--- src/rtl/core/cbc_div_cell.sv ---
// one restoring division cell: one quotient bit for each normal component
// no package dependencies
`default_nettype none
module cbc_div_cell #(
   parameter int CB     = 24,
   parameter int QW     = 15,
   parameter int SIDE_W = 27
) (
   input  wire logic              clock,
   input  wire logic              reset,
   input  wire logic              en,
   input  wire logic              in_valid,
   input  wire logic [CB-1:0]     in_dist,
   input  wire logic [CB-1:0]     in_rem_x,
   input  wire logic [CB-1:0]     in_rem_y,
   input  wire logic [QW-1:0]     in_q_x,
   input  wire logic [QW-1:0]     in_q_y,
   input  wire logic [SIDE_W-1:0] in_side,
   output logic                   out_valid,
   output logic [CB-1:0]          out_dist,
   output logic [CB-1:0]          out_rem_x,
   output logic [CB-1:0]          out_rem_y,
   output logic [QW-1:0]          out_q_x,
   output logic [QW-1:0]          out_q_y,
   output logic [SIDE_W-1:0]      out_side
);
   logic              valid_ff;
   logic [CB-1:0]     dist_ff, rem_x_ff, rem_y_ff;
   logic [QW-1:0]     q_x_ff, q_y_ff;
   logic [SIDE_W-1:0] side_ff;
   logic [CB:0]       t_x, t_y, d_ext;
   logic              take_x, take_y;

   always_comb begin
      t_x    = {in_rem_x, 1'b0};
      t_y    = {in_rem_y, 1'b0};
      d_ext  = {1'b0, in_dist};
      take_x = (t_x >= d_ext);
      take_y = (t_y >= d_ext);
   end

   always_ff @(posedge clock) begin
      if (reset) begin
         valid_ff <= 1'b0;
      end else if (en) begin
         valid_ff <= in_valid;
      end
      if (en) begin
         dist_ff  <= in_dist;
         rem_x_ff <= take_x ? CB'(t_x - d_ext) : t_x[CB-1:0];
         rem_y_ff <= take_y ? CB'(t_y - d_ext) : t_y[CB-1:0];
         q_x_ff   <= {in_q_x[QW-2:0], take_x};
         q_y_ff   <= {in_q_y[QW-2:0], take_y};
         side_ff  <= in_side;
      end
   end

   assign out_valid = valid_ff;
   assign out_dist  = dist_ff;
   assign out_rem_x = rem_x_ff;
   assign out_rem_y = rem_y_ff;
   assign out_q_x   = q_x_ff;
   assign out_q_y   = q_y_ff;
   assign out_side  = side_ff;
endmodule
`default_nettype wire

--- config.mk ---
export PLATFORM = sky130hd
export DESIGN_NAME = cbc_div_cell
export DESIGN_NICKNAME = d
export VERILOG_FILES = /design/src/rtl/core/cbc_div_cell.sv
export SDC_FILE = /design/constraint.sdc
export NUM_CORES = 1
export LEC_CHECK = 0
export ABC_CLOCK_PERIOD_IN_PS = 6900
export BUFFER_PORTS_ARGS = -buffer_cell sky130_fd_sc_hd__buf_2
export CAP_MARGIN = 5
export CELL_PAD_IN_SITES_DETAIL_PLACEMENT = 2
export CELL_PAD_IN_SITES_GLOBAL_PLACEMENT = 2
export CORE_MARGIN = 3
export CORE_UTILIZATION = 34
export DETAILED_ROUTE_END_ITERATION = 12
export GPL_TIMING_DRIVEN = 0
export HOLD_SLACK_MARGIN = 0.08
export PLACE_DENSITY = 0.95
export SYNTH_ARGS = -nofsm -noshare
export SYNTH_HDL_FRONTEND = slang
export SYNTH_SLANG_ARGS = --single-unit
--- constraint.sdc ---
create_clock -name clock -period 6.9 [get_ports clock]
set_clock_uncertainty 0.15 [all_clocks]
set_input_delay 1.38 -clock clock [delete_from_list [all_inputs] [get_ports clock]]
set_output_delay 1.38 -clock clock [all_outputs]
set_load 0.01 [all_outputs]
==> flow_summary_export.csv <==
group,metric,value,unit
clock_network,clk_pin_slew,70,ps
timing,fin_crit_sh,64.1,%
place,place_congestion,0.777,
floorplan,io_pins,263,
timing,whs,435,ps
logic_synthesis,synthTopCellsByArea,"edfxtp_1 54%, ha_1 8.4%, mux2_4 3.8%, a21oi_1 3.3%, nor2_1 2.8%",
power,intPower,1.73,mW
clock_network,clockBufferDepth,2,
floorplan,start_util,35.1,%
clock_network,cts_tree,"yes",
logic_synthesis,yosysUniqueCellTypes,69,
clock_network,clk_latency,430,ps
layout,multiInputGateArea,3040,µm²
clock_network,clock-sinks,130,
layout,fill_cells,2076,
layout,layout-drive-gt1-share,37.9,%
worst_setup_path,critPathMaxFanout,10,
timing,hold_viol_final,0,
layout,syn2layout_area_growth,31.3,%
clock_network,root_buffer,"clkbuf_16",
power,swShare,32.4,%
power,p_per_area,271,nW/µm²
floorplan,num_rows,52,
min_path,worstHoldPathType,"flip-flop to flip-flop",
worst_setup_path,cp.required,6940,ps
timing,maxSlewHeadroom,62.6,%
job,maxCapViolCount,0,
clock_network,post_cts_resized,0,
clock_network,cts_buffers,17,
timing,setup_viol,0,
route,avgViaCountPerCell,5.60,
grt,grt-ovfl-total,0,
clock_network,h-tree-depth,4,
worst_setup_path,cp_slowest_cell,"or3b_1",
logic_synthesis,synth_seq_cells,130,
clock_network,cts_hold_buf,0,
logic_synthesis,yosysWarningCount,0,
floorplan,die_w,151,µm
place,port_buffers,260,
power,leakage,4.22,nW
timing,finalMaxSlewViolations,0,
layout,final_nets,1051,
route,vias,6472,
logic_synthesis,synth_commonest_cells,"129 x edfxtp_1, 54 x nor2_1, 48 x ha_1",
floorplan,core-area,20500,µm²
layout,finalNonFillerCells,1155,
timing,tightest_slew,556,ps
power,combPwrFrac,24.3,%
logic_synthesis,syn_avg_cell_area,12.2,µm²
power,p_switching,830,µW
power,seq_power_share,39.5,%
power,ir_worst_vdd,0.000136,V
route,drc,0,
floorplan,die-area,22900,µm²
worst_setup_path,end_kind,"flip-flop",
grt,grt_pass1_wl,46000,µm
route,routed_wl,33000,µm
route,dr.pass1.iters,5,
power,power_frac_clock,36.2,%
logic_synthesis,syn_area,7190,µm²
logic_synthesis,synth_edf_count,129,
worst_setup_path,cp.arrival,4460,ps
layout,regArea,3890,µm²
logic_synthesis,async_flop_share,0,%
logic_synthesis,syn_nets,771,
worst_setup_path,cp_slowest_stage_delay,520,ps
logic_synthesis,synth_seq_area_share,54.1,%
grt,grtUsageTotal,27.6,%
timing,max_freq,226,MHz
place,placed_cells,1119,
layout,fin_util,46.1,%
logic_synthesis,postSynthCellCount,588,
logic_synthesis,yosys.area.top_type,"edfxtp_1",
route,drt-initial-drc-count,535,
clock_network,cts_setup_buffers,0,
timing,setup_tns,0,ps
place,hpwl,22700,µm
timing,layout_min_cycle_time,4420,ps
grt,grt_antenna_before_repair,5,
worst_setup_path,worst-setup-path-type,"input pin to flip-flop",
grt,grt_max_degree,97,
route,antenna_left,0,
worst_setup_path,path_cells,"buf_2 > inv_1 > ha_1 > a21oi_1 > o21ai_0 > or3b_1 > o211ai_2 > a21oi_2 > o221ai_2 > a21o_4 > inv_4 > buf_12 > mux2_4",
logic_synthesis,synth_most_common_cell,"edfxtp_1",
logic_synthesis,yosysTopAreaCellShare,53.9,%
floorplan,die_y,151,µm
grt,grt_pass1_vias,6970,
route,wl_per_cell,28.6,µm
timing,rsz0062_at_grt,"false",
worst_setup_path,crit_path_start_kind,"input pin",
logic_synthesis,synth-main-ff-cell,"edfxtp_1",
status,outcome,"complete, no violations",
[layout make-up]
cell class / instances / share of cell area (%)
Timing Repair Buffer: 261 / 14.1
Multi-Input combinational cell: 402 / 32.2
Clock buffer: 17 / 4.51
Sequential cell: 130 / 41.2
Clock inverter: 15 / 1.52
Inverter: 37 / 1.50
Antenna cell: 4 / 0.106
Buffer: 19 / 1.21
Tap cell: 270 / 3.58
[worst max-delay path: cells and delay by family]
kind | cells | cell delay, ps
compound gates | 6 | 1310
simple gates | 1 | 520
buf+inv | 4 | 450
fa+ha+maj | 1 | 440
mux | 1 | 330
[cells by family (layout without fill, tap and decap cells)]
| logic type | after synthesis | in the layout | share of synthesized area (%) |
|---|---|---|---|
| xor gates and xnor gates | 34 | 34 | 4.14 |
| adders and majority gates | 50 | 50 | 8.91 |
| other | 0 | 4 | 0 |
| and+or+nand+nor | 134 | 134 | 8.96 |
| DFF | 130 | 130 | 54.2 |
| muxes | 31 | 31 | 5.72 |
| buffers and inverters | 56 | 349 | 3.55 |
| AOI/OAI and AO/OA | 153 | 153 | 14.6 |
[flip-flops by register name, indices dropped and copies added, names as in the netlist]
| signal | flops |
|---|---|
| out_valid | 1 |
| out_side | 27 |
| out_q_y | 15 |
| out_q_x | 15 |
| out_rem_x | 24 |
| out_rem_y | 24 |
| out_dist | 24 |
[cell usage in the layout (no fill, tap or decap), drive strengths merged, types with 3 or more instances in the layout]
| cell | netlist | routed |
|---|---|---|
| nand3 | 5 | 5 |
| a21o | 24 | 24 |
| clkbuf | 12 | 29 |
| xnor2 | 20 | 20 |
| o31a | 6 | 6 |
| or2 | 4 | 4 |
| a21oi | 48 | 48 |
| o21bai | 5 | 5 |
| a211oi | 5 | 5 |
| o21a | 11 | 11 |
| nand2b | 3 | 3 |
| mux2i | 4 | 4 |
| nor2 | 54 | 54 |
| or3 | 3 | 3 |
| a31oi | 3 | 3 |
| xor2 | 14 | 14 |
| edfxtp | 129 | 129 |
| nor3 | 8 | 8 |
| nand2 | 26 | 26 |
| diode | 0 | 4 |
| nand4 | 6 | 6 |
| o21ai | 23 | 23 |
| ha | 48 | 48 |
| and3 | 5 | 5 |
| buf | 7 | 268 |
| mux2 | 27 | 27 |
| inv | 37 | 45 |
| o22ai | 3 | 3 |
| nor2b | 6 | 6 |
| o211ai | 4 | 4 |
| clkinv | 0 | 4 |
[routing by layer]
layer	vias to the layer above	wire length (µm)	global-route usage, %
li1	2770	-	-
met1	3254	11600	29.2
met2	335	17200	49.9
met3	111	2560	7.03
met4	2	1710	15.0
met5	-	20	0
[power by group through the flow]
| stage | clock network, mW | registers, mW | logic [mW] |
|---|---|---|---|
| detailed placement | 0 | 1.02 | 0.585 |
| global placement | 0 | 1.01 | 0.540 |
| CTS | 0.921 | 1.01 | 0.615 |
| global route | 0.962 | 1.02 | 0.665 |
| floorplan | 0 | 1.06 | 0.284 |
| finish | 0.926 | 1.01 | 0.622 |
[path summary, 6_finish.rpt]
| check | startpoint | endpoint | slack (ps) | cells after the start |
|---|---|---|---|---|
| setup / recovery | in_dist[8] | out_rem_x[6]$_DFFE_PP_ | 2480 | 13 |
| hold / removal | out_valid$_SDFFE_PP0P_ | out_valid$_SDFFE_PP0P_ | 430 | 2 |
| setup reg to reg | out_valid$_SDFFE_PP0P_ | out_valid$_SDFFE_PP0P_ | 6070 | 2 |
| hold reg to reg | out_valid$_SDFFE_PP0P_ | out_valid$_SDFFE_PP0P_ | 430 | 2 |
[per-stage QoR]
step | cell area [µm²] | worst slack [ps] | total power [mW]
2_1_floorplan | 7190 | 2970 | 1.34
3_3_place_gp | 8830 | 2450 | 1.55
3_5_place_dp | 8860 | 2310 | 1.61
4_1_cts | 9430 | 2560 | 2.55
5_1_grt | 9440 | 2390 | 2.64
6_report | 9440 | 2480 | 2.56
(Power assumes the default switching activity.)
