[config.mk]
export PLATFORM = sky130hd
export DESIGN_NAME = cbc_sqrt_cell
export DESIGN_NICKNAME = d
export VERILOG_FILES = /design/src/rtl/core/cbc_sqrt_cell.sv
export SDC_FILE = /design/constraint.sdc
export NUM_CORES = 1
export LEC_CHECK = 0
export BUFFER_PORTS_ARGS = -buffer_cell sky130_fd_sc_hd__buf_2
export CAP_MARGIN = 20
export CORE_AREA = 2 2 134 136
export CTS_CLUSTER_DIAMETER = 50
export CTS_CLUSTER_SIZE = 40
export DETAILED_ROUTE_END_ITERATION = 6
export DIE_AREA = 0 0 136 138
export GPL_ROUTABILITY_DRIVEN = 0
export HOLD_SLACK_MARGIN = 0.03
export PLACE_DENSITY = 0.73
export SETUP_SLACK_MARGIN = 0.15
export SYNTH_ARGS = -nofsm -noshare
export SYNTH_HDL_FRONTEND = slang
export SYNTH_SLANG_ARGS = --single-unit
[constraint.sdc]
create_clock -name clock -period 4.5 [get_ports clock]
set_clock_uncertainty 0.15 [all_clocks]
set_input_delay 1.125 -clock clock [delete_from_list [all_inputs] [get_ports clock]]
set_output_delay 1.125 -clock clock [all_outputs]
set_load 0.01 [all_outputs]
[src/rtl/core/cbc_sqrt_cell.sv]
// one digit cell of the square root chain: one root bit per cell
// no package dependencies
`default_nettype none
module cbc_sqrt_cell #(
   parameter int CB     = 24,
   parameter int SIDE_W = 72
) (
   input  wire logic              clock,
   input  wire logic              reset,
   input  wire logic              en,
   input  wire logic              in_valid,
   input  wire logic [2*CB-1:0]   in_rad,
   input  wire logic [CB:0]       in_rem,
   input  wire logic [CB-1:0]     in_root,
   input  wire logic [SIDE_W-1:0] in_side,
   output logic                   out_valid,
   output logic [2*CB-1:0]        out_rad,
   output logic [CB:0]            out_rem,
   output logic [CB-1:0]          out_root,
   output logic [SIDE_W-1:0]      out_side
);
   logic              valid_ff;
   logic [2*CB-1:0]   rad_ff;
   logic [CB:0]       rem_ff;
   logic [CB-1:0]     root_ff;
   logic [SIDE_W-1:0] side_ff;
   logic [CB+2:0]     rem_sh;
   logic [CB+2:0]     trial;
   logic              take;
   logic [CB:0]       rem_in;
   logic [CB-1:0]     root_in;

   always_comb begin
      rem_sh  = {in_rem, in_rad[2*CB-1 -: 2]};
      trial   = {1'b0, in_root, 2'b01};
      take    = (rem_sh >= trial);
      rem_in  = take ? (CB+1)'(rem_sh - trial) : rem_sh[CB:0];
      root_in = {in_root[CB-2:0], take};
   end

   always_ff @(posedge clock) begin
      if (reset) begin
         valid_ff <= 1'b0;
      end else if (en) begin
         valid_ff <= in_valid;
      end
      if (en) begin
         rad_ff  <= {in_rad[2*CB-3:0], 2'b00};
         rem_ff  <= rem_in;
         root_ff <= root_in;
         side_ff <= in_side;
      end
   end

   assign out_valid = valid_ff;
   assign out_rad   = rad_ff;
   assign out_rem   = rem_ff;
   assign out_root  = root_ff;
   assign out_side  = side_ff;
endmodule
`default_nettype wire

==> flow_metrics.py, run 1 <==
metrics = {
    "sta": {
        "worst_pin_slew_ns": 0.8766,
        "setup_viol": 0,
        "finalCritPeriodShare_pct": 77.76,
        "worst_slack_ns": 1.001,
        "finalCriticalPeriod_ns": 3.499,
        "holdWs_ns": 0.3845,
        "tns_ns": 0,
        "max_slew_margin_pct": 41.56,
        "maxSlewViolCount": 0,
        "timing.fmax_ghz": 0.2858,
        "hold_viol": 0,
        "rsz0062_at_grt": "no",
    },
    "die": {
        "core_area_um2": 17530,
        "dieArea_um2": 18770,
        "die_h_um": 138,
        "pin_count": 343,
        "fp-row-count": 49,
        "start_util_pct": 39.59,
        "die_w_um": 136,
    },
    "worst_setup_path": {
        "cp_max_fo": 24,
        "setup.worst_path.end": "out_rem[6]",
        "r2r_end": "out_valid",
        "r2r_slack_ns": 3.75,
        "regToRegStartpoint": "out_valid",
        "cp-end-kind": "register",
        "worst-r2r-cell-count": 2,
        "worstSetupPathType": "in -> reg",
        "crit_path_start": "in_root[0]",
        "required_ns": 4.50,
        "worstPathArrival_ns": 3.50,
        "start_kind": "primary input",
    },
    "yosys": {
        "ys_top_cells_by_area": "edfxtp_1, ha_1, mux2_4, xnor2_1, inv_1",
        "ys_warn_count": 0,
        "synth_edf_count": 167,
        "synth_cell_type_count": 56,
        "synthCells": 429,
        "async_flop_share_pct": 0,
        "ys_seq_area_share_pct": 72.53,
        "synth-seq-cells": 168,
        "synth_flop_cell": "edfxtp_1",
        "yosys.area.top_type_share_pct": 72.24,
        "yosys.area.top_type": "edfxtp_1",
        "syn-cell-area_um2": 6942,
        "postSynthAreaPerCell_um2": 16.18,
    },
    "cts": {
        "holdBufCountCts": 0,
        "clkTransAtPathRegs_ns": 0.07,
        "clock-sinks": 168,
        "cts_max_path_buffers": 2,
        "htree_levels": 4,
        "cts_buffers": 17,
        "cts_resized": 0,
        "cts_tree": "done",
        "cts_setup_buffers": 0,
        "cts_root_buf": "clkbuf_16",
        "clock_latency_ns": 0.42,
    },
    "power_and_ir_drop": {
        "p_leak_uw": 0.004259,
        "clkPwrFrac_pct": 35.4,
        "p_int_uw": 2914,
        "p_switching_uw": 1070,
        "powerDensity_nw_per_um2": 418.6,
        "seq_power_share_pct": 48.2,
        "total_power_uw": 3984,
        "swShare_pct": 26.85,
        "pwr-share-comb_pct": 16.4,
        "ir_drop_mv": 0.2423,
    },
    "final_layout": {
        "nets": 982,
        "multi_input_area_um2": 1720,
        "fillers": 1485,
        "drive_gt1_share_pct": 50.13,
        "antenna_cells": 0,
        "area_growth_pct": 37.09,
        "final-seq-area_um2": 5035,
        "fin_area_um2": 9517,
    },
    "grt": {
        "grt_pass1_wl_um": 29350,
        "antenna_found_initial": 5,
        "grt_pass1_vias": 4910,
        "grt_overflow": 0,
        "grt_max_degree": 93,
        "track_usage_pct": 21.22,
    },
    "route": {
        "viasPerCell": 4.976,
        "drt_iter0_drc": 312,
        "wl_um": 20480,
        "drt_pass1_iterations": 5,
        "drc": 0,
        "routedWlPerCell_um": 19.98,
        "via_count": 5100,
        "antenna_left": 0,
    },
    "min_path": {
        "hp-class": "reg -> reg",
    },
    "placement": {
        "place_ws_ns": 0.5197,
        "port_buffers": 340,
        "dpl_cell_area_um2": 8940,
        "dpl.hpwl_um": 15800,
    },
    "flow_run": {
        "cap_violations": 0,
    },
    "status": {
        "outcome": "complete, no violations",
    },
}
-- worst max-delay path: stages --
cell and delay, ns:
buf_2 0.09, inv_1 0.04, ha_1 0.34, o21ai_1 0.12, a211oi_2 0.29, a21oi_2 0.14, nor3_4 0.25, a311oi_4 0.16
o31ai_4 0.32, buf_12 0.25, mux2_2 0.36
-- cells in the mapped netlist, drive strengths merged, types with 3 or more instances --
cell    instances
xnor2          14
mux2i           4
o21ai           8
ha             26
a21o           12
buf             5
edfxtp        167
nand3           6
nor2           15
a21oi          23
a211o           3
inv            32
xor2            6
and3            5
nor3            6
clkbuf          7
nand2          19
a211oi          5
nand4           5
o211ai          3
o21a            3
mux2           21
a31oi           5
-- worst min path at each step --
| stage | to | from | slack, ns | cells past startpoint |
|---|---|---|---|---|
| after detailed placement | out_valid | out_valid | 0.36 | 2 |
| final | out_valid | out_valid | 0.38 | 2 |
| after global placement | out_valid | out_valid | 0.37 | 2 |
| after global routing | out_valid | out_valid | 0.42 | 2 |
| after CTS | out_valid | out_valid | 0.39 | 2 |
| after floorplan | out_valid | out_valid | 0.38 | 2 |
-- logic make-up after synthesis --
family	share of synthesized area (%)
buffers and inverters	2.740
XOR/XNOR	2.523
AND/OR/NAND/NOR	5.101
multiplexers	4.524
adder cells (fa/ha/maj)	4.686
flip-flops	72.53
AO/OA/AOI/OAI	7.841
other	0.05402
-- flip-flops by register name (all words and copies together) (netlist names) --
name       count
out_rad       46
out_side      72
out_valid      1
out_rem       25
out_root      24
-- routing by layer --
metal,GRT usage [%],vias up,routed length [um]
li1,-,2350,-
met1,26.03,2441,8069
met2,32.72,246,9583
met3,7.591,55,1837
met4,11.35,8,940
met5,0,-,52
-- power by group through the flow --
stage	logic [uW]	clock network, uW	registers (uW)
2_1_floorplan	246	0	2040
3_3_place_gp	642	0	1950
3_5_place_dp	654	0	1960
4_1_cts	658	1440	1920
5_1_grt	706	1490	1940
6_report	653	1410	1920
-- placed cells by master, fill, tap and decap left out, drive strengths merged, types with 3 or more instances in the layout --
cell      n
and3      5
inv      41
nor3      6
a211oi    5
a21o     12
a21oi    23
xor2      6
xnor2    14
nor2     15
clkbuf   17
a211o     3
mux2     21
nand3     6
clkinv    4
o21ai     8
a31oi     5
buf     346
o21a      3
nand4     5
mux2i     4
o211ai    3
ha       26
nand2    19
edfxtp  167
-- layout make-up --
class	instances	area share (%)
Sequential cell	168	52.91
Timing Repair Buffer	346	18.68
Multi-Input combinational cell	218	18.08
Clock buffer	17	4.470
Tap cell	229	3.011
Clock inverter	15	1.591
Inverter	32	1.262
-- stage by stage --
stage | instances | utilization [%]
floorplan | 430 | -
detailed placement | 993 | 50.98
global route | 1025 | 54.27
global placement | 993 | 50.98
finish | 1025 | 54.27
CTS | 1025 | 54.27
No activity file was read; power rests on OpenSTA's default activity.
==> inputs of run 2 (changes only) <==
--- a/config.mk
+++ b/config.mk
@@ -5,6 +5,7 @@
 export SDC_FILE = /design/constraint.sdc
 export NUM_CORES = 1
 export LEC_CHECK = 0
+export ABC_AREA = 1
 export BUFFER_PORTS_ARGS = -buffer_cell sky130_fd_sc_hd__buf_2
 export CAP_MARGIN = 20
 export CORE_AREA = 2 2 134 136
@@ -14,7 +15,7 @@
 export DIE_AREA = 0 0 136 138
 export GPL_ROUTABILITY_DRIVEN = 0
 export HOLD_SLACK_MARGIN = 0.03
-export PLACE_DENSITY = 0.73
+export PLACE_DENSITY = 0.77
 export SETUP_SLACK_MARGIN = 0.15
 export SYNTH_ARGS = -nofsm -noshare
 export SYNTH_HDL_FRONTEND = slang
==> constraint.sdc (replaced) <==
create_clock -name clock -period 3.3 [get_ports clock]
set_clock_uncertainty 0.15 [all_clocks]
set_input_delay 0.825 -clock clock [delete_from_list [all_inputs] [get_ports clock]]
set_output_delay 0.825 -clock clock [all_outputs]
set_load 0.01 [all_outputs]
==> run 2 against run 1 <==
Synthesized area increased by 8.6%; critical path depth grew 1; via count rose by 20%; utilization increased by 3.5 points; clock power rose by 37%; clock-buffer cell count stayed put; synthesized cell count rose by 60%; setup slack worse by 0.22 ns; critical endpoint is now out_rem[12].
==> flow_metrics.py, run 2 <==
metrics = {
    "worst_setup_path": {
        "cp-end-kind": "register",
        "required_ns": 3.32,
        "r2r_slack_ns": 2.56,
        "worstPathArrival_ns": 2.54,
        "start_kind": "primary input",
        "worstSetupPathType": "in -> reg",
        "cp_max_fo": 26,
    },
    "yosys": {
        "ys_top_cells_by_area": "edfxtp_1, nand2_1, inv_1, ha_1, nand4_1",
        "yosysMostFrequentCell": "nand2_1",
        "synthCells": 686,
        "synth-seq-cells": 168,
        "ys_seq_area_share_pct": 66.79,
        "async_flop_share_pct": 0,
        "synth_flop_cell": "edfxtp_1",
        "postSynthAreaPerCell_um2": 10.99,
        "ys_top_cells_by_count": "nand2_1, edfxtp_1, inv_1",
        "syn-cell-area_um2": 7538,
        "yosys.area.top_type_share_pct": 66.52,
        "ys_warn_count": 0,
        "synth_cell_type_count": 33,
        "synth_edf_count": 167,
        "yosys.area.top_type": "edfxtp_1",
    },
    "route": {
        "dr_wl_met2_um": 11440,
        "drc": 0,
        "wl_met3_um": 2083,
        "maxUsedRoutingLayer": "met5",
        "drt_pass1_iterations": 5,
        "via_count": 6115,
        "routedWlPerCell_um": 17.62,
        "viasPerCell": 4.751,
        "drt_iter0_drc": 402,
        "wl_met1_um": 8443,
        "antenna_left": 0,
        "wl_um": 22680,
    },
    "cts": {
        "clock_latency_ns": 0.42,
        "cts_max_path_buffers": 2,
        "htree_levels": 4,
        "clkTransAtPathRegs_ns": 0.07,
        "cts_setup_buffers": 0,
        "cts_root_buf": "clkbuf_16",
        "holdBufCountCts": 0,
        "cts_tree": "done",
        "cts_buffers": 17,
        "clock-sinks": 168,
        "cts_resized": 0,
    },
    "placement": {
        "dpl.hpwl_um": 17820,
        "port_buffers": 340,
        "place_inst": 1252,
    },
    "status": {
        "outcome": "complete, no violations",
    },
    "grt": {
        "track_usage_pct": 23.99,
        "grt_pass1_vias": 6095,
        "grt_pass1_wl_um": 33800,
        "grt_max_degree": 63,
        "antenna_found_initial": 9,
        "grt_overflow": 0,
    },
    "final_layout": {
        "nets": 1241,
        "fin_cells": 1287,
        "fillers": 1521,
        "largest_reg_flops": 72,
        "drive_gt1_share_pct": 37.54,
        "fin_util_pct": 57.78,
        "final_cell_mix": "buf_2, nand2_1, edfxtp_1, inv_1, nand4_1",
        "area_growth_pct": 34.39,
        "final_common_cell": "buf_2",
    },
    "sta": {
        "hold_viol": 0,
        "tns_ns": 0,
        "setup_viol": 0,
        "maxSlewViolCount": 0,
        "timing.fmax_ghz": 0.3972,
        "finalCritPeriodShare_pct": 76.28,
        "finalCriticalPeriod_ns": 2.517,
        "rsz0062_at_grt": "no",
    },
    "power_and_ir_drop": {
        "p_switching_uw": 1526,
        "seq_power_share_pct": 48.0,
        "ir_drop_mv": 0.3739,
        "p_leak_uw": 0.005021,
        "total_power_uw": 5446,
        "pwr-share-comb_pct": 16.5,
        "swShare_pct": 28.02,
        "p_int_uw": 3920,
        "clkPwrFrac_pct": 35.5,
        "powerDensity_nw_per_um2": 537.6,
    },
    "die": {
        "start_util_pct": 42.99,
        "fp-row-count": 49,
        "dieArea_um2": 18770,
        "die_h_um": 138,
        "pin_count": 343,
        "die_w_um": 136,
        "core_area_um2": 17530,
    },
    "flow_run": {
        "cap_violations": 0,
    },
    "min_path": {
        "hp-class": "reg -> reg",
    },
}
## run 2: cell count changes after synthesis, sizes merged, moves of 12 or more
cell	previous run	this run
nand2	19	232
inv	32	119
nand4	5	33
mux2	21	0
nor2	15	35
nand3	6	25
xnor2	14	1
a21o	12	0
a21oi	23	11
## run 2: final cells by class
cell class | instances | area (um^2) | share of cell area [%]
timing repair buffer | 347 | 1785 | 17.62
multi-input combinational | 389 | 1988 | 19.62
inverter | 119 | 446.7 | 4.409
tap | 229 | 286.5 | 2.828
clock inverter | 15 | 156.4 | 1.544
sequential | 168 | 5035 | 49.70
antenna | 3 | 7.507 | 0.07410
clock buffer | 17 | 425.4 | 4.199
## run 2: cell families (layout without fill, tap and decap cells)
kind of cell,Yosys count,after routing,share of synthesized area [%]
AOI/OAI and AO/OA,12,12,0.9461
muxes,1,1,0.1328
adders and majority gates,26,26,4.315
other,1,5,0.04974
DFF,168,168,66.79
xor gates and xnor gates,11,11,1.278
and+or+nand+nor,337,337,19.60
buffers and inverters,130,498,6.888
## run 2: power groups by stage
stage | Combinational (uW) | Sequential (uW) | Clock [uW]
after floorplan | 341 | 2770 | 0
after global placement | 880 | 2660 | 0
after detailed placement | 896 | 2660 | 0
after CTS | 902 | 2620 | 1980
after global routing | 988 | 2630 | 2060
final | 897 | 2620 | 1930
## run 2: path summary, 6_finish.rpt
kind,startpoint,endpoint,cells after the start
max,in_rem[0],out_rem[12],12
min,out_valid,out_valid,2
max reg2reg,out_valid,out_valid,2
min reg2reg,out_valid,out_valid,2
## run 2: through the flow
step                      hold slack, ns  instance area, um^2  worst slack (ns)
after floorplan                   0.3779                 7542            0.7157
after global placement            0.3373                 9542            0.3943
after detailed placement          0.3548                 9542            0.3486
after CTS                         0.3800                10120            0.7912
after global routing              0.3977                10130            0.6035
final                             0.3789                10130            0.7827
## run 2: per-layer routing
metal  track usage [%]  vias to the layer above
li1                  -                     2978
met1             26.72                     2817
met2             41.95                      260
met3             8.618                       48
met4             8.553                       12
met5                 0                        -
## run 2: worst max-delay path, stage by stage
cell,delay (ns)
buf_2,0.11
ha_1,0.38
o21ai_0,0.11
nand2_1,0.14
nand2_1,0.10
nand2_2,0.08
nand2_1,0.07
nand2_1,0.11
nand2_4,0.10
nand3_4,0.27
nand2_1,0.17
nand2_1,0.07
